`src/rtl/core/sprite_alpha_blend_overlay_assert.svh`:
```
`ifndef SPRITE_ALPHA_BLEND_OVERLAY_ASSERT_SVH
`define SPRITE_ALPHA_BLEND_OVERLAY_ASSERT_SVH

// same-cycle implication
`define SABO_ASSERT_NOW(label, clk, rst_n, ante, cons, msg) \
  label: assert property (@(posedge clk) disable iff (!rst_n) (ante) |-> (cons)) \
    else $error(msg);

// next-cycle implication
`define SABO_ASSERT_NEXT(label, clk, rst_n, ante, cons, msg) \
  label: assert property (@(posedge clk) disable iff (!rst_n) (ante) |=> (cons)) \
    else $error(msg);

`endif

```
`src/rtl/core/sabo_pkg.sv`:
```
package sabo_pkg;

  localparam int MAX_SPRITE_SIDE = 64;
  localparam int MAX_FRAME_SIDE  = 2048;

  localparam int SIDE_W      = $clog2(MAX_SPRITE_SIDE);
  localparam int STORE_DEPTH = MAX_SPRITE_SIDE * MAX_SPRITE_SIDE;
  localparam int STORE_AW    = $clog2(STORE_DEPTH);

  localparam int FRAME_DIM_W  = 12;
  localparam int SPRITE_DIM_W = 7;
  localparam int POS_W        = 11;
  localparam int ADDR_W       = 12;
  localparam int WORD_W       = 32;
  localparam int RGB_W        = 24;
  localparam int CFG_IDX_W    = 3;
  localparam int CFG_DATA_W   = 12;

  localparam logic [FRAME_DIM_W-1:0]  FRAME_SIDE_MAX  = FRAME_DIM_W'(MAX_FRAME_SIDE);
  localparam logic [SPRITE_DIM_W-1:0] SPRITE_SIDE_MAX = SPRITE_DIM_W'(MAX_SPRITE_SIDE);

  // round(n / 255) as ((n + 127) * 32897) >> 23, exact for n below 2^16
  localparam logic [15:0] BLEND_ROUND = 16'd127;
  localparam logic [15:0] BLEND_RECIP = 16'd32897;
  localparam int          BLEND_SHIFT = 23;

  typedef enum logic {
    KIND_LOAD  = 1'b0,
    KIND_PIXEL = 1'b1
  } kind_e;

  typedef enum logic [CFG_IDX_W-1:0] {
    CFG_FRAME_WIDTH   = 3'd0,
    CFG_FRAME_HEIGHT  = 3'd1,
    CFG_SPRITE_X      = 3'd2,
    CFG_SPRITE_Y      = 3'd3,
    CFG_SPRITE_WIDTH  = 3'd4,
    CFG_SPRITE_HEIGHT = 3'd5,
    CFG_FLIP_ROWS     = 3'd6
  } cfg_idx_e;

  typedef struct packed {
    logic [FRAME_DIM_W-1:0]         frame_width;
    logic [FRAME_DIM_W-1:0]         frame_height;
    logic signed [FRAME_DIM_W-1:0]  sprite_x;
    logic signed [FRAME_DIM_W-1:0]  sprite_y;
    logic [SPRITE_DIM_W-1:0]        sprite_width;
    logic [SPRITE_DIM_W-1:0]        sprite_height;
    logic                           flip_rows;
  } cfg_t;

  typedef struct packed {
    logic                kind;
    logic [ADDR_W-1:0]   sprite_address;
    logic [WORD_W-1:0]   sprite_word;
    logic [POS_W-1:0]    column;
    logic [POS_W-1:0]    line;
    logic [RGB_W-1:0]    frame_pixel;
  } pix_t;

  // store access stage
  typedef struct packed {
    logic                     valid;
    logic                     is_pixel;
    logic                     hit;
    logic [SIDE_W-1:0]        row;
    logic [SIDE_W-1:0]        col;
    logic [SPRITE_DIM_W-1:0]  stride;
    logic [ADDR_W-1:0]        load_addr;
    logic [WORD_W-1:0]        word;
    logic [RGB_W-1:0]         dst;
  } acc_t;

  // blend stage input
  typedef struct packed {
    logic              valid;
    logic              is_pixel;
    logic              hit;
    logic [RGB_W-1:0]  dst;
  } mix_t;

endpackage

```
`src/rtl/core/sabo_blend.sv`:
```
module sabo_blend (
  input  logic                            clk_i,
  input  logic                            rst_ni,
  input  logic                            adv_i,
  input  sabo_pkg::mix_t                  mix_i,
  input  logic [sabo_pkg::WORD_W-1:0]     src_i,
  output logic                            valid_o,
  output logic [sabo_pkg::RGB_W-1:0]      pixel_out_o,
  output logic                            covered_o
);
  import sabo_pkg::*;

  typedef struct packed {
    logic              valid;
    logic              hit;
    logic [RGB_W-1:0]  dst;
    logic [2:0][15:0]  num;
  } sum_t;

  sum_t              sum_d, sum_q;
  logic [7:0]        alpha, inv_alpha;
  logic [2:0][15:0]  dst_part, src_part;
  logic [2:0][31:0]  scaled;
  logic [RGB_W-1:0]  mixed;
  logic              out_valid_q;
  logic [RGB_W-1:0]  pixel_out_q;
  logic              covered_q;

  // weighted sum per channel
  always_comb begin
    alpha     = src_i[31:24];
    inv_alpha = 8'hFF - alpha;
    for (int ch = 0; ch < 3; ch++) begin
      dst_part[ch]   = {8'h00, mix_i.dst[8*ch +: 8]} * {8'h00, inv_alpha};
      src_part[ch]   = {8'h00, src_i[8*ch +: 8]} * {8'h00, alpha};
      sum_d.num[ch]  = dst_part[ch] + src_part[ch] + BLEND_ROUND;
    end
    sum_d.valid = mix_i.valid && mix_i.is_pixel;
    sum_d.hit   = mix_i.hit;
    sum_d.dst   = mix_i.dst;
  end

  // divide by 255 through the reciprocal
  always_comb begin
    for (int ch = 0; ch < 3; ch++) begin
      scaled[ch]          = {16'h0000, sum_q.num[ch]} * {16'h0000, BLEND_RECIP};
      mixed[8*ch +: 8]    = scaled[ch][BLEND_SHIFT +: 8];
    end
  end

  always_ff @(posedge clk_i or negedge rst_ni) begin
    if (!rst_ni) begin
      sum_q.valid <= 1'b0;
      out_valid_q <= 1'b0;
    end else if (adv_i) begin
      sum_q       <= sum_d;
      out_valid_q <= sum_q.valid;
      pixel_out_q <= sum_q.hit ? mixed : sum_q.dst;
      covered_q   <= sum_q.hit;
    end
  end

  assign valid_o     = out_valid_q;
  assign pixel_out_o = pixel_out_q;
  assign covered_o   = covered_q;

endmodule

```
`config.mk`:
```
export PLATFORM = sky130hd
export DESIGN_NAME = sabo_blend
export DESIGN_NICKNAME = d
export VERILOG_FILES = /design/src/rtl/core/sprite_alpha_blend_overlay_assert.svh /design/src/rtl/core/sabo_pkg.sv /design/src/rtl/core/sabo_blend.sv
export SDC_FILE = /design/constraint.sdc
export NUM_CORES = 1
export LEC_CHECK = 0
export BUFFER_PORTS_ARGS = -buffer_cell sky130_fd_sc_hd__buf_4
export CAP_MARGIN = 10
export CORE_ASPECT_RATIO = 1.75
export CORE_MARGIN = 5
export CORE_UTILIZATION = 31
export DETAILED_ROUTE_END_ITERATION = 8
export SYNTH_ARGS = -nofsm -noshare
export SYNTH_HDL_FRONTEND = slang
export SYNTH_SLANG_ARGS = --single-unit
```
`constraint.sdc`:
```
create_clock -name clk_i -period 3.46 [get_ports clk_i]
set_input_delay 0.865 -clock clk_i [delete_from_list [all_inputs] [get_ports clk_i]]
set_output_delay 0.865 -clock clk_i [all_outputs]
set_load 0.01 [all_outputs]
```
=== Word-level counts from Yosys, hierarchy flattened ===
Cells that the tools add are included.

* Add/sub/neg operators: 7
* Multiply operators: 9
* Divide/modulo/power cells: 0
* Order comparisons: 0
* Equality and inequality tests: 0
* Shift-type cells: 0
* Muxes and demuxes: 1
* Bitwise logic cells: 0
* Reductions and logical operators: 2

{| class="wikitable"
|+ Operators by type and width
! kind !! count
|-
| 8-bit by 8-bit multiplier with 16-bit output || 6
|-
| 16-bit by 16-bit multiplier with 31-bit output, second input constant || 3
|-
| 16-bit adder || 3
|-
| 16-bit by 7-bit adder with 16-bit output, second input constant || 3
|-
| 24-bit two-way mux || 1
|-
| 8-bit subtractor, first input constant || 1
|-
| 2-bit AND reduction || 1
|-
| 1-bit logical AND || 1
|}

* Register bits after elaboration: 100
* Latch bits: 0
* RAM bits: 0
* Bits in read-only memories: 0
* Bits of input ports: 62
* Output and inout port bits: 26
* Word-level logic and storage cells: 28
* Memories: 0

=== Depth between registers and ports, before layout ===
* Depth in word-level cells: 4
* Mapped depth: 22
* Gate-level depth less buffers: 21

=== Worst setup path after synthesis ===
No wires, ideal clock.

* Path kind: input port to flip-flop
* Start: input src_i[26] in the netlist's numbering
* End: register sum_q[31] in the netlist's numbering (data pin)
* Setup time: 0.278 ns
* Arrival: 5.907 ns
* Data required time: 3.182 ns
* Path slack: -2.725 ns
* Cell stages on the path: 20
* Buffers on the path: 2
* Cells stage by stage: clkbuf_1 buf_1 nand2_1 fa_1 inv_1 fa_1 fa_1 fa_1 fa_1 inv_1 fa_1 inv_1 ha_1 nand3_1 o211ai_1 o2111a_1 o21ai_1 a21oi_1 mux2i_1 o311ai_0

{| class="wikitable"
|+ RTL lines
! element !! RTL line !! RTL
|-
| start: declaration || sabo_blend.sv:6 || <nowiki>input logic [sabo_pkg::WORD_W-1:0] src_i,</nowiki>
|-
| end signal: assignment || sabo_blend.sv:56 || <nowiki>sum_q <= sum_d;</nowiki>
|-
| end: declaration || sabo_blend.sv:20 || <nowiki>sum_t sum_d, sum_q;</nowiki>
|}

==> metrics.md <==
| Metric | Value |
|---|---|
| Status | `finished, violations left` |
| Failing checks | `setup timing` |
| Drt wl/cell | `between 15 and 20 um` |
| Worst EP arrival | `between 5 and 6 ns` |
| Die area | `approximately 70000 sq um` |
| Detail Placement HPWL | `44300 um` |
| CTS Buf Count | `9` |
| PortBufs | `87` |
| Clk_skew | `0.00925 ns` |
| Slew margin rel. | `0.596` |
| Vias per cell | `between 4 and 5` |
| Most frequent cells in the layout | `366 x inv_1, 324 x buf_4, 291 x fa_1` |
| Critical Path RT | `3.59 ns` |
| Worst path cell trace | `buf_16, buf_12, and2_4, fa_1, inv_2, fa_1, inv_1, fa_1, fa_1, fa_1, inv_1, fa_1, inv_2, ha_4, o21a_1, o21ai_2, a21oi_2, o31a_1, o41ai_2, xnor2_1` |
| CP Buf/Inv Count | `6` |
| PnR worst setup slack | `-2.16 ns` |
| F_max | `~0.18 GHz` |
| Synth Instances | `a little under 2000` |
| Syn avg cell area | `10.1 sq um` |
| H-tree depth reported by CTS | `3` |
| Drt drc | `0` |
| CP most frequent cell | `fa_1` |
| Diode count | `0` |
| Fin crit share | `1.63` |
| Max incr delay on CP | `0.55 ns` |
| Slew at the pin closest to its max-slew limit | `around 0.6 ns` |
| Worst hold slack | `0.256 ns` |
| Final ANT Viol Nets | `0` |
| Initial Util | `0.312` |
| Total routed wirelength | `54700 um` |
| TritonCTS clock tree | `built` |
| Setup TNS | `-65.07 ns` |
| Initial antenna violation count | `2` |
| Synth warn | `0` |
| Largest net degree at the start of global routing | `39` |
| RSZ-0062 raised after global routing | `true` |
| Drt first-iter violations | `between 500 and 600` |
| Setup crit start kind | `input port` |
| Latest clock arrival within the worst-skew pair | `around 0.38 ns` |
| Share of cells above drive strength 1 | `0.298` |
| Vias in the first global route | `between 15000 and 20000` |
| Post-Synth Adder-Cell Area | `0.532` |
| Final Max Tran Viols | `0` |
| Worst setup path class | `in2reg` |
| Net Count, Synth | `roughly 2700` |
| Nets | `3079` |
| Type of the worst min-delay path | `in2async` |
| Post-synth ARST share | `0.0200` |
| Yosys reg bits | `100` |
| Clk root buf | `clkbuf_16` |
| Mux contribution to synthesized area | `0.00436` |
| Area after DPL | `23800 sq um` |
| Global placement routability congestion | `about 0.87` |
| Final setup fails | `40` |
| Die width | `202 um` |
| Core ar. | `64300 sq um` |
| Sink Count | `100` |
| # rows | `123` |
| Register area share after synthesis | `0.149` |
| CP max-delay cell | `fa_1` |
| CP delay by family, top | `adder cells` |
| Vias | `15000` |
| # Max-Cap Violations | `0` |
| Maximum root-to-sink buffer count | `2` |
| Post-synthesis xor/xnor area fraction | `0.0231` |
| First-pass GRT wire length | `87800 um` |
| Post-Syn Area | `between 20000 and 25000 sq um` |
| Hold Fails Final Rpt | `0` |
| Min cycle time layout | `~5.6 ns` |
| Cell variety after synth | `67` |
| Number of I/O pins | `88` |
| Clock slew at reported path FFs | `0.08 ns` |
| Fin area | `about 27000 sq um` |
| Simple-Gate Fraction of Synth Area | `0.150` |
| Commonest non-fill, non-tap cell in the layout | `inv_1` |
| Pre-antenna DRT Iters | `5` |
| Main combinational cell family by area after synthesis | `adder cells` |
| Number of synthesized flops with an enable pin | `98` |
| GRT overflow | `0` |
| Ys flop type | `edfxtp_1` |
| Compound-Gate Fraction of Synth Area | `0.0572` |
| Die Ht | `347 um` |
| Hold-fix buffers, CTS | `0` |
| Total track usage | `0.157` |
| Area grow syn2layout | `32.2%` |
| Worst Path Max Fanout | `7` |
| CP endpoint kind | `flip-flop` |
[state kept, by name, indices dropped and copies added, names as in the netlist]
| signal | cells |
|---|---|
| sum_q | 74 |
| pixel_out_o | 24 |
| valid_o | 1 |
| covered_o | 1 |
[per-stage QoR]
stage	util	setup slack, ns	cells
detailed placement	0.371	-2.79	3080
global route	0.413	-2.33	3165
finish	0.413	-2.16	3165
CTS	0.401	-2.18	3138
floorplan	-	-2.38	1986
global placement	0.371	-2.67	3080
[what timing repair did]
action                     in CTS  in global routing
cloned                         11                  0
gates resized for setup       203                116
pin swaps                     109                100
setup endpoints to repair      62                 61
setup buffers                  32                 32
[worst paths after layout]
path / slack (ns) / startpoint / cells past startpoint / endpoint
min in group clk_i: 0.52 / sum_q[73] / 1 / valid_o
hold / removal: 0.26 / rst_ni / 1 / sum_q[73]
setup reg to reg: 0.05 / sum_q[19] / 14 / pixel_out_o[11]
max in group asynchronous: 3.11 / rst_ni / 1 / valid_o
hold reg to reg: 0.52 / sum_q[73] / 1 / valid_o
setup / recovery: -2.16 / src_i[26] / 20 / sum_q[14]
[area by class of cell]
type	count	area (sq um)
clock buffers	9	225
clock inverters	7	70.1
fillers	6107	37800
inverters	403	1510
multi-input cells	1439	17100
flip-flops and latches	100	2990
well taps	812	1020
repair buffers	395	3620
[per-layer routing]
metal	up-vias	part of all wire	global-route usage
li1	7071	-	-
met1	7472	0.35	0.161
met2	290	0.56	0.311
met3	122	0.038	0.0218
met4	0	0.050	0.0718
met5	-	0	0
[cell usage after synthesis (3+ instances only)]
cell	instances	area, sq um
nor3_1	15	75.1
xnor2_1	41	359
o31ai_1	7	52.6
mux2_2	6	67.6
o21a_1	10	75.1
inv_1	402	1510
ha_1	360	4500
a211oi_1	6	45.0
fa_1	309	6190
edfxtp_1	98	2940
nor2b_1	107	669
nand2b_1	96	601
or4_1	3	22.5
o21bai_1	5	37.5
o211ai_1	12	90.1
nor2_1	48	180
and3_1	5	31.3
clkbuf_1	42	158
o21ai_0	23	115
a31oi_1	12	75.1
or3_1	11	68.8
a21o_1	21	158
a21oi_1	33	165
and2_1	114	713
o21ai_1	4	20.0
xor2_1	12	105
nor4_1	3	18.8
nand3_1	16	80.1
nand2_1	108	405
nand4_1	9	56.3
[cells by family after synthesis]
kind of cell | after synthesis
muxes | 8
xor gates and xnor gates | 53
buffers and inverters | 447
DFF | 100
and+or+nand+nor | 546
AOI/OAI and AO/OA | 163
adders and majority gates | 669
Power is not shown: default switching activity piles up to over one toggle a cycle in this logic, so the estimate is an artifact.
