`config.mk`:
```
export PLATFORM = sky130hd
export DESIGN_NAME = sabo_clip
export DESIGN_NICKNAME = d
export VERILOG_FILES = /design/src/rtl/core/sprite_alpha_blend_overlay_assert.svh /design/src/rtl/core/sabo_pkg.sv /design/src/rtl/core/sabo_clip.sv
export SDC_FILE = /design/constraint.sdc
export NUM_CORES = 1
export LEC_CHECK = 0
export BUFFER_PORTS_ARGS = -buffer_cell sky130_fd_sc_hd__buf_2
export CAP_MARGIN = 20
export CORE_ASPECT_RATIO = 1.4
export CORE_MARGIN = 2
export CORE_UTILIZATION = 51
export DETAILED_ROUTE_END_ITERATION = 16
export PLACE_DENSITY = 0.9
export SKIP_LAST_GASP = 1
export SLEW_MARGIN = 20
export SYNTH_ARGS = -nofsm -noshare
export SYNTH_HDL_FRONTEND = slang
export SYNTH_SLANG_ARGS = --single-unit
```
`constraint.sdc`:
```
create_clock -name clk_i -period 2.7 [get_ports clk_i]
set_clock_uncertainty 0.15 [all_clocks]
set_input_delay 0.27 -clock clk_i [delete_from_list [all_inputs] [get_ports clk_i]]
set_output_delay 0.27 -clock clk_i [all_outputs]
set_load 0.005 [all_outputs]
```
`src/rtl/core/sprite_alpha_blend_overlay_assert.svh`:
```
`ifndef SPRITE_ALPHA_BLEND_OVERLAY_ASSERT_SVH
`define SPRITE_ALPHA_BLEND_OVERLAY_ASSERT_SVH

// same-cycle implication
`define SABO_ASSERT_NOW(label, clk, rst_n, ante, cons, msg) \
  label: assert property (@(posedge clk) disable iff (!rst_n) (ante) |-> (cons)) \
    else $error(msg);

// next-cycle implication
`define SABO_ASSERT_NEXT(label, clk, rst_n, ante, cons, msg) \
  label: assert property (@(posedge clk) disable iff (!rst_n) (ante) |=> (cons)) \
    else $error(msg);

`endif

```
`src/rtl/core/sabo_pkg.sv`:
```
package sabo_pkg;

  localparam int MAX_SPRITE_SIDE = 64;
  localparam int MAX_FRAME_SIDE  = 2048;

  localparam int SIDE_W      = $clog2(MAX_SPRITE_SIDE);
  localparam int STORE_DEPTH = MAX_SPRITE_SIDE * MAX_SPRITE_SIDE;
  localparam int STORE_AW    = $clog2(STORE_DEPTH);

  localparam int FRAME_DIM_W  = 12;
  localparam int SPRITE_DIM_W = 7;
  localparam int POS_W        = 11;
  localparam int ADDR_W       = 12;
  localparam int WORD_W       = 32;
  localparam int RGB_W        = 24;
  localparam int CFG_IDX_W    = 3;
  localparam int CFG_DATA_W   = 12;

  localparam logic [FRAME_DIM_W-1:0]  FRAME_SIDE_MAX  = FRAME_DIM_W'(MAX_FRAME_SIDE);
  localparam logic [SPRITE_DIM_W-1:0] SPRITE_SIDE_MAX = SPRITE_DIM_W'(MAX_SPRITE_SIDE);

  // round(n / 255) as ((n + 127) * 32897) >> 23, exact for n below 2^16
  localparam logic [15:0] BLEND_ROUND = 16'd127;
  localparam logic [15:0] BLEND_RECIP = 16'd32897;
  localparam int          BLEND_SHIFT = 23;

  typedef enum logic {
    KIND_LOAD  = 1'b0,
    KIND_PIXEL = 1'b1
  } kind_e;

  typedef enum logic [CFG_IDX_W-1:0] {
    CFG_FRAME_WIDTH   = 3'd0,
    CFG_FRAME_HEIGHT  = 3'd1,
    CFG_SPRITE_X      = 3'd2,
    CFG_SPRITE_Y      = 3'd3,
    CFG_SPRITE_WIDTH  = 3'd4,
    CFG_SPRITE_HEIGHT = 3'd5,
    CFG_FLIP_ROWS     = 3'd6
  } cfg_idx_e;

  typedef struct packed {
    logic [FRAME_DIM_W-1:0]         frame_width;
    logic [FRAME_DIM_W-1:0]         frame_height;
    logic signed [FRAME_DIM_W-1:0]  sprite_x;
    logic signed [FRAME_DIM_W-1:0]  sprite_y;
    logic [SPRITE_DIM_W-1:0]        sprite_width;
    logic [SPRITE_DIM_W-1:0]        sprite_height;
    logic                           flip_rows;
  } cfg_t;

  typedef struct packed {
    logic                kind;
    logic [ADDR_W-1:0]   sprite_address;
    logic [WORD_W-1:0]   sprite_word;
    logic [POS_W-1:0]    column;
    logic [POS_W-1:0]    line;
    logic [RGB_W-1:0]    frame_pixel;
  } pix_t;

  // store access stage
  typedef struct packed {
    logic                     valid;
    logic                     is_pixel;
    logic                     hit;
    logic [SIDE_W-1:0]        row;
    logic [SIDE_W-1:0]        col;
    logic [SPRITE_DIM_W-1:0]  stride;
    logic [ADDR_W-1:0]        load_addr;
    logic [WORD_W-1:0]        word;
    logic [RGB_W-1:0]         dst;
  } acc_t;

  // blend stage input
  typedef struct packed {
    logic              valid;
    logic              is_pixel;
    logic              hit;
    logic [RGB_W-1:0]  dst;
  } mix_t;

endpackage

```
`src/rtl/core/sabo_clip.sv`:
```
module sabo_clip (
  input  logic           clk_i,
  input  logic           rst_ni,
  input  logic           adv_i,
  input  logic           valid_i,
  input  sabo_pkg::pix_t pix_i,
  input  sabo_pkg::cfg_t cfg_i,
  output sabo_pkg::acc_t acc_o
);
  import sabo_pkg::*;

  typedef struct packed {
    logic                     valid;
    logic                     is_pixel;
    logic                     in_frame;
    logic signed [FRAME_DIM_W:0] sc;
    logic signed [FRAME_DIM_W:0] sr;
    logic [ADDR_W-1:0]        load_addr;
    logic [WORD_W-1:0]        word;
    logic [RGB_W-1:0]         dst;
  } pos_t;

  logic [FRAME_DIM_W-1:0]  fw_c, fh_c;
  logic [SPRITE_DIM_W-1:0] sw_c, sh_c;
  pos_t                    pos_d, pos_q;
  acc_t                    acc_d, acc_q;
  logic                    sc_in, sr_in;
  logic [SPRITE_DIM_W-1:0] flip_row;

  // clamp oversized dimensions
  assign fw_c = (cfg_i.frame_width > FRAME_SIDE_MAX) ? FRAME_SIDE_MAX : cfg_i.frame_width;
  assign fh_c = (cfg_i.frame_height > FRAME_SIDE_MAX) ? FRAME_SIDE_MAX : cfg_i.frame_height;
  assign sw_c = (cfg_i.sprite_width > SPRITE_SIDE_MAX) ? SPRITE_SIDE_MAX : cfg_i.sprite_width;
  assign sh_c = (cfg_i.sprite_height > SPRITE_SIDE_MAX) ? SPRITE_SIDE_MAX
                                                         : cfg_i.sprite_height;

  // position relative to sprite origin
  always_comb begin
    pos_d.valid     = valid_i;
    pos_d.is_pixel  = (pix_i.kind == KIND_PIXEL);
    pos_d.in_frame  = ({1'b0, pix_i.column} < fw_c) && ({1'b0, pix_i.line} < fh_c);
    pos_d.sc        = $signed({2'b00, pix_i.column}) -
                      $signed({cfg_i.sprite_x[FRAME_DIM_W-1], cfg_i.sprite_x});
    pos_d.sr        = $signed({2'b00, pix_i.line}) -
                      $signed({cfg_i.sprite_y[FRAME_DIM_W-1], cfg_i.sprite_y});
    pos_d.load_addr = pix_i.sprite_address;
    pos_d.word      = pix_i.sprite_word;
    pos_d.dst       = pix_i.frame_pixel;
  end

  // rectangle test and row flip
  always_comb begin
    sc_in = !pos_q.sc[FRAME_DIM_W] &&
            (pos_q.sc[FRAME_DIM_W-1:0] < {{(FRAME_DIM_W-SPRITE_DIM_W){1'b0}}, sw_c});
    sr_in = !pos_q.sr[FRAME_DIM_W] &&
            (pos_q.sr[FRAME_DIM_W-1:0] < {{(FRAME_DIM_W-SPRITE_DIM_W){1'b0}}, sh_c});
    flip_row = SPRITE_DIM_W'(sh_c - SPRITE_DIM_W'(1) -
                             {1'b0, pos_q.sr[SIDE_W-1:0]});

    acc_d.valid     = pos_q.valid;
    acc_d.is_pixel  = pos_q.is_pixel;
    acc_d.hit       = pos_q.is_pixel && pos_q.in_frame && sc_in && sr_in;
    acc_d.row       = cfg_i.flip_rows ? flip_row[SIDE_W-1:0] : pos_q.sr[SIDE_W-1:0];
    acc_d.col       = pos_q.sc[SIDE_W-1:0];
    acc_d.stride    = sw_c;
    acc_d.load_addr = pos_q.load_addr;
    acc_d.word      = pos_q.word;
    acc_d.dst       = pos_q.dst;
  end

  always_ff @(posedge clk_i or negedge rst_ni) begin
    if (!rst_ni) begin
      pos_q.valid <= 1'b0;
      acc_q.valid <= 1'b0;
    end else if (adv_i) begin
      pos_q <= pos_d;
      acc_q <= acc_d;
    end
  end

  assign acc_o = acc_q;

endmodule

```
## Word level (Yosys, flattened, before mapping)

Cells that the tools add are included.

| operators by class | value |
|---|---|
| order comparisons | 8 |
| multiplexer cells | 5 |
| reduce and logical (&&, ||, !) cells | 9 |
| add/sub/neg operators | 4 |

Operators with widths:

| kind | count |
|---|---|
| $sub 12x12->13 | 2 |
| $gt 12x12->1 const B | 2 |
| $lt 11x12->1 | 2 |
| $lt 12x7->1 | 2 |
| $mux 12 | 2 |
| $gt 7x7->1 const B | 2 |
| $mux 7 | 2 |
| $logic_and 1x1->1 | 6 |
| $mux 6 | 1 |
| $sub 6x1->6 const B | 1 |
| $sub 6x6->6 | 1 |
| $logic_not 1->1 | 2 |
| $reduce_and 2->1 | 1 |

| word-level totals | value |
|---|---|
| word-level logic and storage cells | 43 |
| output and inout bits | 90 |
| flip-flop bits (word level) | 187 |
| input bits | 158 |

## Longest topological paths before layout

Gate-level depths: netlist of the first run.

| depth | value |
|---|---|
| depth in word-level cells | 6 |
| gate-level depth with buffers | 10 |
| gate-level depth less buffers | 10 |

## Worst setup path before layout of the first run

Ideal clock, no wire load.

| timing | value |
|---|---|
| kind | input-to-reg |
| start | in adv_i |
| end | reg pos_q (netlist bit acc_d[0]) (enable) |
| arrival time | 4,473 ps |
| data required time | 1,983 ps |
| slack | -2,490 ps |
| stages | 1 |
| path through | and2_1 |

| on the way | value |
|---|---|
| word-level cells in the longest chain between the ends | 1 |

Ends and longest elaborated chain:

| item | line | source |
|---|---|---|
| start: declaration | sabo_clip.sv:4 | `input logic adv_i,` |
| $reduce_and 2->1 (no source line) | - |  |
| end signal: assignment | sabo_clip.sv:76 | `pos_q <= pos_d;` |
| end: declaration | sabo_clip.sv:25 | `pos_t pos_d, pos_q;` |

Every way passes these cells.
A chain may end at the register's enable or synchronous reset.

==> results.txt, run 1 <==
net count of the finished layout -> 1080
main flop type after synthesis -> sky130_fd_sc_hd__edfxtp_1
via-per-instance ratio -> 5.066
Clock power frac -> 0.362
status -> finished, final reports clean
overall die area -> 16490 µm²
switching part of the total -> 0.2448
clock latency at the later pin of the worst-skew pair -> 430 ps
total clock sinks -> 187
worst vdd rail ir drop -> 0.5410 mV
CTS buffer count -> 17
count of state elements after synthesis -> 187
Final Power -> 6.701 mW
share of cells above drive strength 1 -> 0.3349
final-layout setup total negative slack -> 0 ps
overall routing resource usage -> 0.2346
# DRC -> 0
yosys warns -> 0
leading cell type in the layout, fill and taps excluded -> sky130_fd_sc_hd__buf_2
CORE AREA -> 15050 µm²
largest incremental delay on the critical path -> 420 ps
share of the cycle needed by the critical path after routing -> 0.8103
max-slew headroom at the worst pin -> 0.7281
syn nets -> 732
number of antenna violations at the first check in global routing -> 1
worst setup slack for register-to-register paths -> 510 ps
total standard cell area after synthesis -> 7885 µm²
power density over the cells -> 620.1 nW/µm²
Gate Count Post-Synth -> 511
post-synthesis area per instance -> 15.43 µm²
clk slew on worst S/H paths -> 70 ps
post-CTS setup buffers -> 0
switching component of the power -> 1.640 mW
DRT iter0 DRCs -> 269
unrepaired setup endpoints after global routing -> false
Clock H-tree levels -> 4
Vert. Die Dim -> 151.1 µm
Pins Over Slew Limit -> 0
CTS tree -> yes
Area growth, synth to finish -> 37.04%
wire length of the first global-routing pass -> 28070 µm
Pre-Repair DR Iteration Count -> 4
number of primary I/O pins -> 248
Fin. Hold Viols -> 0
register area share after synthesis -> 0.7109
critical-path cell list -> inv_1, ha_1, a21o_1, a21oi_1, o21bai_1, a21oi_1, xnor2_1, mux2_2
flip-flop and latch area -> 5605 µm²
max capacitance violation total -> 0
setup violators final -> 0
total area of multi-input combinational cells -> 2068 µm²
final antenna-violating net count -> 0
static leakage power -> 4.599 nW
worst min-delay path class -> primary input to async pin
top library cells by usage in the layout, fill and taps aside -> sky130_fd_sc_hd__buf_2, sky130_fd_sc_hd__edfxtp_1, sky130_fd_sc_hd__dlygate4sd3_1, sky130_fd_sc_hd__ha_1, sky130_fd_sc_hd__inv_1
Via Count -> 5395
Hold Worst Slack -> 42.35 ps
proportion of synthesized flip-flops having asynchronous set or reset -> 0.01070
end of the worst register-to-register path -> acc_o[86]$_DFFE_PP_
Max clock buf depth -> 2
Layout fillers -> 978
Internal Power -> 5.060 mW
final routed wire length divided by cell count -> 18.09 µm
critical path capture point type -> register
post-detailed-routing wire length -> 19270 µm
half-perimeter wire length of the detailed placement result -> 13140 µm
root buffer cell -> sky130_fd_sc_hd__clkbuf_16
maximum number of pins on one net before global-route repair -> 54
cell count of the worst reg-to-reg path -> 8
count of standard-cell rows -> 53
Period minus WS final -> 2188 ps
cell type with the highest occurrence count on the critical path -> sky130_fd_sc_hd__a21oi_1
Worst setup SP type -> register
port buffer count -> 247
horizontal die dimension -> 109.1 µm
remaining global-route overflow -> 0
biggest fanout along the worst timing path -> 3
last weighted congestion value of the routability-driven placer -> 0.8999
peak clock frequency supported by timing -> 0.4571 GHz
share of total power in combinational logic -> 0.120
proportion of power drawn by flip-flops and latches -> 0.518
slew at the pin closest to its max-slew limit -> 407.8 ps
number of enable flip-flop cells after synthesis -> 185
cts repair resizes -> 0
worst endpoint data arrival time -> 2210 ps
cell with the largest stage delay on the worst path -> sky130_fd_sc_hd__edfxtp_1
Setup Crit Path Kind -> register to register
Critical Path RT -> 2720 ps
startpoint of the worst-slack reg-to-reg timing path -> pos_q[69]$_DFFE_PP_
Initial Util -> 0.5238
number of global-route vias before repair -> 5390
number of distinct library cell variants in the gate-level netlist after synthesis -> 44
## power by group through the flow
stage / logic [mW] / registers, mW / clock network (mW)
after floorplan: 0.397 / 3.52 / 0
after global placement: 0.662 / 3.52 / 0
after detailed placement: 0.693 / 3.53 / 0
after CTS: 0.799 / 3.47 / 2.45
after global routing: 0.897 / 3.49 / 2.58
final: 0.802 / 3.47 / 2.43
## synth_stat cells, types with 7 or more instances
cell,n,area share
sky130_fd_sc_hd__xnor2_1,16,0.018
sky130_fd_sc_hd__nand2_1,26,0.012
sky130_fd_sc_hd__edfxtp_1,185,0.70
sky130_fd_sc_hd__o21ai_0,22,0.014
sky130_fd_sc_hd__ha_1,60,0.095
sky130_fd_sc_hd__nand2b_1,21,0.017
sky130_fd_sc_hd__o21a_1,7,0.0067
sky130_fd_sc_hd__a21oi_1,20,0.013
sky130_fd_sc_hd__nor2b_1,11,0.0087
sky130_fd_sc_hd__nor2_1,20,0.0095
sky130_fd_sc_hd__nor3_1,7,0.0044
sky130_fd_sc_hd__inv_1,53,0.025
## how the worst max path moves through the flow
| stage | start | to | slack (ps) | depth (start not counted) |
|---|---|---|---|---|
| 5_1_grt | pos_q[69]$_DFFE_PP_ | acc_o[86]$_DFFE_PP_ | 370 | 8 |
| 3_3_place_gp | pix_i[35] | pos_q[91]$_DFFE_PP_ | 210 | 10 |
| 4_1_cts | pos_q[69]$_DFFE_PP_ | acc_o[86]$_DFFE_PP_ | 540 | 8 |
| 2_1_floorplan | pix_i[35] | pos_q[91]$_DFFE_PP_ | 380 | 9 |
| 3_5_place_dp | pix_i[35] | pos_q[91]$_DFFE_PP_ | 140 | 10 |
| 6_report | pos_q[69]$_DFFE_PP_ | acc_o[86]$_DFFE_PP_ | 510 | 8 |
## layer usage
layer  vias to the layer above  global-route usage  routed length, µm
met1                      2525              0.2594               7086
met3                        23             0.06067               1514
met4                         0             0.08397                409
li1                       2590                   -                  -
met2                       257              0.4292              10250
met5                         -                   0                  0
## state kept, by name, summed over array words and instances (netlist names)
register / flops
acc_o: 90
pos_q: 21
acc_d: 76
## area by class of cell
type / instances / share of cell area
diodes: 1 / 0.0002316
flip-flops and latches: 187 / 0.5188
inverters: 53 / 0.01841
repair buffers: 333 / 0.1952
multi-input cells: 267 / 0.1914
clock buffers: 18 / 0.03972
clock inverters: 14 / 0.01401
well taps: 192 / 0.02223
## cell families after synthesis
| logic type | after synthesis | share of synthesized area |
|---|---|---|
| flops | 187 | 0.7109 |
| simple gates | 102 | 0.06839 |
| compound gates | 78 | 0.06300 |
| fa+ha+maj | 63 | 0.1028 |
| buf+inv | 57 | 0.02713 |
| xor+xnor | 20 | 0.02221 |
| mux | 4 | 0.005554 |
## per-stage QoR
| step | instance area (µm²) | cells | util | setup slack, ps |
|---|---|---|---|---|
| finish | 10810 | 1065 | 0.7178 | 512.2 |
| CTS | 10800 | 1064 | 0.7176 | 543.7 |
| global route | 10810 | 1065 | 0.7178 | 365.5 |
| floorplan | 7888 | 511 | - | 379.0 |
| global placement | 9412 | 951 | 0.6252 | 207.4 |
| detailed placement | 9412 | 951 | 0.6252 | 140.8 |
## worst max-delay path: cells and delay by family, from the launching register on
kind	cells	cell delay, ps
XOR/XNOR	1	80
AO/OA/AOI/OAI	4	640
multiplexers	1	260
buffers and inverters	1	90
flip-flops	1	420
adder cells (fa/ha/maj)	1	300
## repair_timing
action / in CTS / in global routing
endpoints found under the setup margin: 0 / 0
hold buffers: 81 / 0
hold endpoints to repair: 83 / 0
(Power assumes the default switching activity.)
==> run 2: changes to the inputs <==
- clock period: 2.7 -> 2.17 ns (I/O delays scaled with it)
==> run 2 against run 1 <==
Critical path type unchanged. Count of clock-buffer cells in the layout shrank 1. Combinational power grew 33%. Sequential power grew 25%. Worst hold slack lost 18 ps. Largest cell class unchanged. Largest power group unchanged.
==> results.txt, run 2 (synthesis gave the netlist of run 1 again) <==
total area of multi-input combinational cells -> 2077 µm² (was 2068 µm²)
top library cells by usage in the layout, fill and taps aside -> sky130_fd_sc_hd__buf_2, sky130_fd_sc_hd__edfxtp_1, sky130_fd_sc_hd__dlygate4sd3_1, sky130_fd_sc_hd__ha_1, sky130_fd_sc_hd__inv_1 (unchanged)
number of global-route vias before repair -> 5751 (was 5390)
cell type with the highest occurrence count on the critical path -> sky130_fd_sc_hd__inv_1 (was sky130_fd_sc_hd__a21oi_1)
switching component of the power -> 2.096 mW (was 1.640 mW)
Initial Util -> 0.5238 (unchanged)
proportion of power drawn by flip-flops and latches -> 0.513 (was 0.518)
unrepaired setup endpoints after global routing -> false (unchanged)
Crit path buffers/inverters -> 3 (was 1)
max capacitance violation total -> 0 (unchanged)
largest incremental delay on the critical path -> 410 ps (was 420 ps)
overall die area -> 16490 µm² (unchanged)
Setup Crit Path Kind -> register to register (unchanged)
Pre-Repair DR Iteration Count -> 7 (was 4)
final antenna-violating net count -> 0 (unchanged)
worst vdd rail ir drop -> 0.5721 mV (was 0.5410 mV)
total clock sinks -> 187 (unchanged)
fin cells -> 1090 (was 1065)
via-per-instance ratio -> 5.160 (was 5.066)
share of cells above drive strength 1 -> 0.3560 (was 0.3349)
Metal-1 WL -> 6969 µm (was 7086 µm)
Worst setup SP type -> register (unchanged)
wire length of the first global-routing pass -> 30530 µm (was 28070 µm)
Period minus WS final -> 2037 ps (was 2188 ps)
post-CTS setup buffers -> 0 (unchanged)
clock latency at the later pin of the worst-skew pair -> 420 ps (was 430 ps)
worst setup slack for register-to-register paths -> 130 ps (was 510 ps)
end point of the most critical hold path -> pos_q[68]$_DFFE_PP_
Critical Path RT -> 2180 ps (was 2720 ps)
flip-flop and latch area -> 5605 µm² (unchanged)
worst endpoint data arrival time -> 2050 ps (was 2210 ps)
slew at the pin closest to its max-slew limit -> 419.5 ps (was 407.8 ps)
overall routing resource usage -> 0.2538 (was 0.2346)
share of the cycle needed by the critical path after routing -> 0.9387 (was 0.8103)
static leakage power -> 4.717 nW (was 4.599 nW)
Internal Power -> 6.342 mW (was 5.060 mW)
cell count of the worst reg-to-reg path -> 10 (was 8)
CTS tree -> yes (unchanged)
status -> finished, final reports clean (unchanged)
Hold Path Depth -> 3
root buffer cell -> sky130_fd_sc_hd__clkbuf_16 (unchanged)
sum of met2 wire segment lengths after detailed routing -> 10950 µm (was 10250 µm)
port buffer count -> 247 (unchanged)
net count of the finished layout -> 1104 (was 1080)
half-perimeter wire length of the detailed placement result -> 13430 µm (was 13140 µm)
Vert. Die Dim -> 151.1 µm (unchanged)
clk slew on worst S/H paths -> 70 ps (about the same)
final routed wire length divided by cell count -> 18.84 µm (was 18.09 µm)
CORE AREA -> 15050 µm² (unchanged)
share of total power in combinational logic -> 0.126 (was 0.120)
horizontal die dimension -> 109.1 µm (unchanged)
power density over the cells -> 765.5 nW/µm² (was 620.1 nW/µm²)
post-detailed-routing wire length -> 20540 µm (was 19270 µm)
# DRC -> 0 (unchanged)
Clock H-tree levels -> 4 (unchanged)
switching part of the total -> 0.2484 (was 0.2448)
CTS buffer count -> 17 (unchanged)
cell with the largest stage delay on the worst path -> sky130_fd_sc_hd__fa_1 (was sky130_fd_sc_hd__edfxtp_1)
Post-DP Area -> 9602 µm² (was 9412 µm²)
final-layout setup total negative slack -> 0 ps (unchanged)
maximum number of pins on one net before global-route repair -> 47 (was 54)
end of the worst register-to-register path -> acc_o[85]$_DFFE_PP_ (was acc_o[86]$_DFFE_PP_)
DRT iter0 DRCs -> 308 (was 269)
Clock power frac -> 0.361 (was 0.362)
max-slew headroom at the worst pin -> 0.7204 (was 0.7281)
Area growth, synth to finish -> 39.80% (was 37.04%)
last weighted congestion value of the routability-driven placer -> 0.9040 (was 0.8999)
number of primary I/O pins -> 248 (unchanged)
worst min-delay path startpoint -> cfg_i[15]
Fin. Hold Viols -> 0 (unchanged)
Max clock buf depth -> 2 (unchanged)
leading cell type in the layout, fill and taps excluded -> sky130_fd_sc_hd__buf_2 (unchanged)
Placed Cells -> 974 (was 951)
Final Power -> 8.438 mW (was 6.701 mW)
Met3 Wirelength -> 1825 µm (was 1514 µm)
setup violators final -> 0 (unchanged)
Layout fillers -> 932 (was 978)
peak clock frequency supported by timing -> 0.4909 GHz (was 0.4571 GHz)
number of flip-flops under the largest register name -> 90 (unchanged)
critical path capture point type -> register (unchanged)
Via Count -> 5624 (was 5395)
number of antenna violations at the first check in global routing -> 2 (was 1)
critical-path cell list -> inv_1, ha_1, inv_1, fa_1, inv_1, a21o_1, a21oi_1, xnor2_1, nand2_1, o21ai_0 (was inv_1, ha_1, a21o_1, a21oi_1, o21bai_1, a21oi_1, xnor2_1, mux2_2)
Finished Cell Area -> 11020 µm² (was 10810 µm²)
top layer used by detailed routing -> met4 (unchanged)
Pins Over Slew Limit -> 0 (unchanged)
worst min-delay path class -> primary input to register (was primary input to async pin)
count of standard-cell rows -> 53 (unchanged)
remaining global-route overflow -> 0 (unchanged)
family with the most delay on the worst path -> adder cells (was compound AO/OA/AOI/OAI gates)
startpoint of the worst-slack reg-to-reg timing path -> pos_q[68]$_DFFE_PP_ (was pos_q[69]$_DFFE_PP_)
biggest fanout along the worst timing path -> 3 (unchanged)
==> run 2: power groups by stage <==
stage	clock (mW)	combinational [mW]	sequential, mW
floorplan	0	0.494	4.38
global placement	0	0.874	4.37
detailed placement	0	0.916	4.39
CTS	3.06	1.05	4.32
global route	3.24	1.18	4.34
finish	3.05	1.07	4.33
==> run 2: stage by stage <==
step                        util  setup slack (ps)  hold WS, ps
after global placement    0.6379            -192.1       -141.4
after floorplan                -            -49.87       -228.6
after CTS                 0.7317             98.87        5.145
final                     0.7323             133.1        23.93
after detailed placement  0.6379            -262.2       -133.2
after global routing      0.7323             2.914        26.85
==> run 2: metal layers <==
metal | up-vias | track usage
met1 | 2610 | 0.2713
met3 | 48 | 0.05981
met4 | 0 | 0.1288
met5 | - | 0
li1 | 2637 | -
met2 | 329 | 0.4602
==> run 2: worst reg2reg max path: stages, from the launching register on <==
cell                       delay, ps
sky130_fd_sc_hd__edfxtp_1        360
sky130_fd_sc_hd__inv_1           100
sky130_fd_sc_hd__ha_1            180
sky130_fd_sc_hd__inv_1            70
sky130_fd_sc_hd__fa_1            410
sky130_fd_sc_hd__inv_1            70
sky130_fd_sc_hd__a21o_1          100
sky130_fd_sc_hd__a21oi_1          70
sky130_fd_sc_hd__xnor2_1         120
sky130_fd_sc_hd__nand2_1          60
sky130_fd_sc_hd__o21ai_0          80
==> run 2: layout make-up <==
type	count	share of cell area
Inverter	53	0.01805
Clock buffer	17	0.03859
Sequential cell	187	0.5085
Multi-Input combinational cell	267	0.1884
Timing Repair Buffer	357	0.2091
Clock inverter	15	0.01510
Tap cell	192	0.02179
Antenna cell	2	0.0004540
==> run 2: how the worst max path moves through the flow <==
stage	from	end	slack, ps	cells after the start
global placement	pix_i[35]	pos_q[91]$_DFFE_PP_	-190	10
detailed placement	pix_i[35]	pos_q[91]$_DFFE_PP_	-260	10
CTS	pos_q[69]$_DFFE_PP_	acc_o[86]$_DFFE_PP_	100	8
floorplan	pix_i[35]	pos_q[91]$_DFFE_PP_	-50	9
global route	pos_q[69]$_DFFE_PP_	acc_o[86]$_DFFE_PP_	3	8
finish	pos_q[68]$_DFFE_PP_	acc_o[85]$_DFFE_PP_	130	10
==> run 2: timing repair <==
| item | CTS | global route |
|---|---|---|
| setup endpoints to repair | 0 | 2 |
| hold endpoints to repair | 84 | 0 |
| gates resized for setup | 0 | 2 |
| hold buffers | 82 | 0 |
==> run 3: changes to the inputs <==
- BUFFER_PORTS_ARGS: -buffer_cell sky130_fd_sc_hd__buf_2 -> -buffer_cell sky130_fd_sc_hd__buf_4
==> run 3 against run 2 <==
Global-route usage grew 0.97 points. Routed wire length grew 4.4%. Via count about the same. Die area stayed put. Cell count about the same. Power is 1.3% higher. Register-to-register slack worse by 20 ps. Core utilization up 4.0 points. Fmax shrank 5.3%. Critical path depth shrank 1. Critical path type is now primary input to register. Largest power group unchanged.
==> results.txt, run 3 (synthesis gave the netlist of run 1 again) <==
Fin. Hold Viols -> 0 (unchanged)
Initial Util -> 0.5238 (unchanged)
capture point of the worst path -> acc_o[87]$_DFFE_PP_ (was acc_o[85]$_DFFE_PP_)
CTS tree -> yes (unchanged)
share of the cycle needed by the critical path after routing -> 0.9910 (was 0.9387)
clock latency at the later pin of the worst-skew pair -> 420 ps (about the same)
Final Power -> 8.547 mW (was 8.438 mW)
startpoint of the worst-slack reg-to-reg timing path -> pos_q[69]$_DFFE_PP_ (was pos_q[68]$_DFFE_PP_)
Setup Crit Path Kind -> primary input to register (was register to register)
port buffer count -> 247 (unchanged)
share of cells above drive strength 1 -> 0.3520 (was 0.3560)
DRT iter0 DRCs -> 302 (was 308)
via-per-instance ratio -> 5.162 (was 5.160)
worst min-delay path class -> primary input to register (unchanged)
maximum number of pins on one net before global-route repair -> 77 (was 47)
post-detailed-routing wire length -> 21440 µm (was 20540 µm)
cell count along the critical path -> 9 (was 10)
biggest fanout along the worst timing path -> 6 (was 3)
number of flip-flops under the largest register name -> 90 (unchanged)
Hold Worst Slack -> 50.70 ps (was 23.93 ps)
CORE AREA -> 15050 µm² (unchanged)
Clock H-tree levels -> 4 (unchanged)
Period minus WS final -> 2150 ps (was 2037 ps)
Pre-Repair DR Iteration Count -> 5 (was 7)
Setup crit start -> cfg_i[14] (was pos_q[68]$_DFFE_PP_)
final routed wire length divided by cell count -> 19.68 µm (was 18.84 µm)
peak clock frequency supported by timing -> 0.4650 GHz (was 0.4909 GHz)
top library cells by usage in the layout, fill and taps aside -> sky130_fd_sc_hd__buf_4, sky130_fd_sc_hd__edfxtp_1, sky130_fd_sc_hd__dlygate4sd3_1, sky130_fd_sc_hd__ha_1, sky130_fd_sc_hd__inv_1 (was sky130_fd_sc_hd__buf_2, sky130_fd_sc_hd__edfxtp_1, sky130_fd_sc_hd__dlygate4sd3_1, sky130_fd_sc_hd__ha_1, sky130_fd_sc_hd__inv_1)
root buffer cell -> sky130_fd_sc_hd__clkbuf_16 (unchanged)
Via Count -> 5621 (was 5624)
final antenna-violating net count -> 0 (unchanged)
remaining global-route overflow -> 0 (unchanged)
critical path capture point type -> register (unchanged)
family with the most delay on the worst path -> buffers and inverters (was adder cells)
Post-DP Area -> 10180 µm² (was 9602 µm²)
net count of the finished layout -> 1103 (was 1104)
Vert. Die Dim -> 151.1 µm (unchanged)
half-perimeter wire length of the detailed placement result -> 13810 µm (was 13430 µm)
Finished Cell Area -> 11630 µm² (was 11020 µm²)
max-slew headroom at the worst pin -> 0.7344 (was 0.7204)
clk slew on worst S/H paths -> 70 ps (about the same)
max capacitance violation total -> 0 (unchanged)
wire length of the first global-routing pass -> 31400 µm (was 30530 µm)
number of antenna violations at the first check in global routing -> 2 (unchanged)
overall routing resource usage -> 0.2636 (was 0.2538)
worst setup slack for register-to-register paths -> 110 ps (was 130 ps)
horizontal die dimension -> 109.1 µm (unchanged)
number of primary I/O pins -> 248 (unchanged)
leading cell type in the layout, fill and taps excluded -> sky130_fd_sc_hd__buf_4 (was sky130_fd_sc_hd__buf_2)
slew at the pin closest to its max-slew limit -> 398.5 ps (was 419.5 ps)
Critical Path RT -> 2250 ps (was 2180 ps)
last weighted congestion value of the routability-driven placer -> 0.9050 (was 0.9040)
Pins Over Slew Limit -> 0 (unchanged)
largest incremental delay on the critical path -> 540 ps (was 410 ps)
CTS buffer count -> 17 (unchanged)
cell with the largest stage delay on the worst path -> sky130_fd_sc_hd__dlygate4sd3_1 (was sky130_fd_sc_hd__fa_1)
power density over the cells -> 735.0 nW/µm² (was 765.5 nW/µm²)
overall die area -> 16490 µm² (unchanged)
end of the worst register-to-register path -> acc_o[85]$_DFFE_PP_ (unchanged)
status -> finished, final reports clean (unchanged)
setup violators final -> 0 (unchanged)
critical-path cell list -> dlygate4sd3_1, buf_4, inv_1, nand2_1, ha_1, a21boi_0, o21ai_0, a21oi_1, a311oi_1 (was inv_1, ha_1, inv_1, fa_1, inv_1, a21o_1, a21oi_1, xnor2_1, nand2_1, o21ai_0)
static leakage power -> 4.924 nW (was 4.717 nW)
Area growth, synth to finish -> 47.48% (was 39.80%)
Max clock buf depth -> 2 (unchanged)
Worst setup SP type -> primary input (was register)
count of standard-cell rows -> 53 (unchanged)
worst vdd rail ir drop -> 0.6096 mV (was 0.5721 mV)
Crit path buffers/inverters -> 3 (unchanged)
cell count of the worst reg-to-reg path -> 9 (was 10)
unrepaired setup endpoints after global routing -> false (unchanged)
worst endpoint data arrival time -> 2230 ps (was 2050 ps)
number of global-route vias before repair -> 5794 (was 5751)
# DRC -> 0 (unchanged)
total clock sinks -> 187 (unchanged)
-- run 3: metal layers --
layer	part of all wire	vias to the layer above	track usage	wire, µm
li1	-	2630	-	-
met3	0.078	24	0.06842	1672
met4	0.020	0	0.08077	425
met1	0.36	2680	0.2973	7777
met5	0	-	0	0
met2	0.54	287	0.4826	11560
-- run 3: final cells by class --
| class | count | area (µm²) |
|---|---|---|
| Antenna cell | 2 | 5.005 |
| Clock buffer | 17 | 425.4 |
| Clock inverter | 15 | 150.1 |
| Fill cell | 853 | 3425 |
| Inverter | 53 | 198.9 |
| Multi-Input combinational cell | 267 | 2081 |
| Sequential cell | 187 | 5605 |
| Tap cell | 192 | 240.2 |
| Timing Repair Buffer | 356 | 2923 |
-- run 3: worst min-delay path: stages --
cell and delay, ps:
sky130_fd_sc_hd__buf_4 80, sky130_fd_sc_hd__ha_2 140, sky130_fd_sc_hd__inv_1 30
-- run 3: timing repair --
item,4_1_cts,5_1_grt
gates resized for setup,0,2
endpoints found under the hold margin,88,0
buffers inserted,0,1
setup endpoints to repair,0,1
hold buffers,85,0
-- run 3: how the worst min path moves through the flow --
| stage | startpoint | to | cells past startpoint |
|---|---|---|---|
| 6_report | cfg_i[27] | acc_d[75]$_DFFE_PP_ | 3 |
| 5_1_grt | cfg_i[27] | acc_d[75]$_DFFE_PP_ | 3 |
| 4_1_cts | cfg_i[27] | acc_d[75]$_DFFE_PP_ | 3 |
| 3_5_place_dp | rst_ni | acc_d[89]$_DFFE_PN0P_ | 1 |
| 3_3_place_gp | rst_ni | acc_o[89]$_DFFE_PN0P_ | 1 |
| 2_1_floorplan | rst_ni | acc_d[89]$_DFFE_PN0P_ | 0 |
-- run 3: power breakdown --
group,internal [mW],switching (mW),total [mW]
logic,0.660,0.524,1.18
registers,4.24,0.0909,4.34
clock network,1.54,1.49,3.03
-- run 3: per-stage QoR --
stage	instances	setup TNS [ps]	util	setup WS (ps)
after floorplan	511	-49.87	-	-49.87
after global placement	969	-241.6	0.6764	-199.3
after detailed placement	969	-560.4	0.6764	-280.3
after CTS	1086	0	0.7712	28.07
after global routing	1089	0	0.7725	4.227
final	1089	0	0.7725	19.58
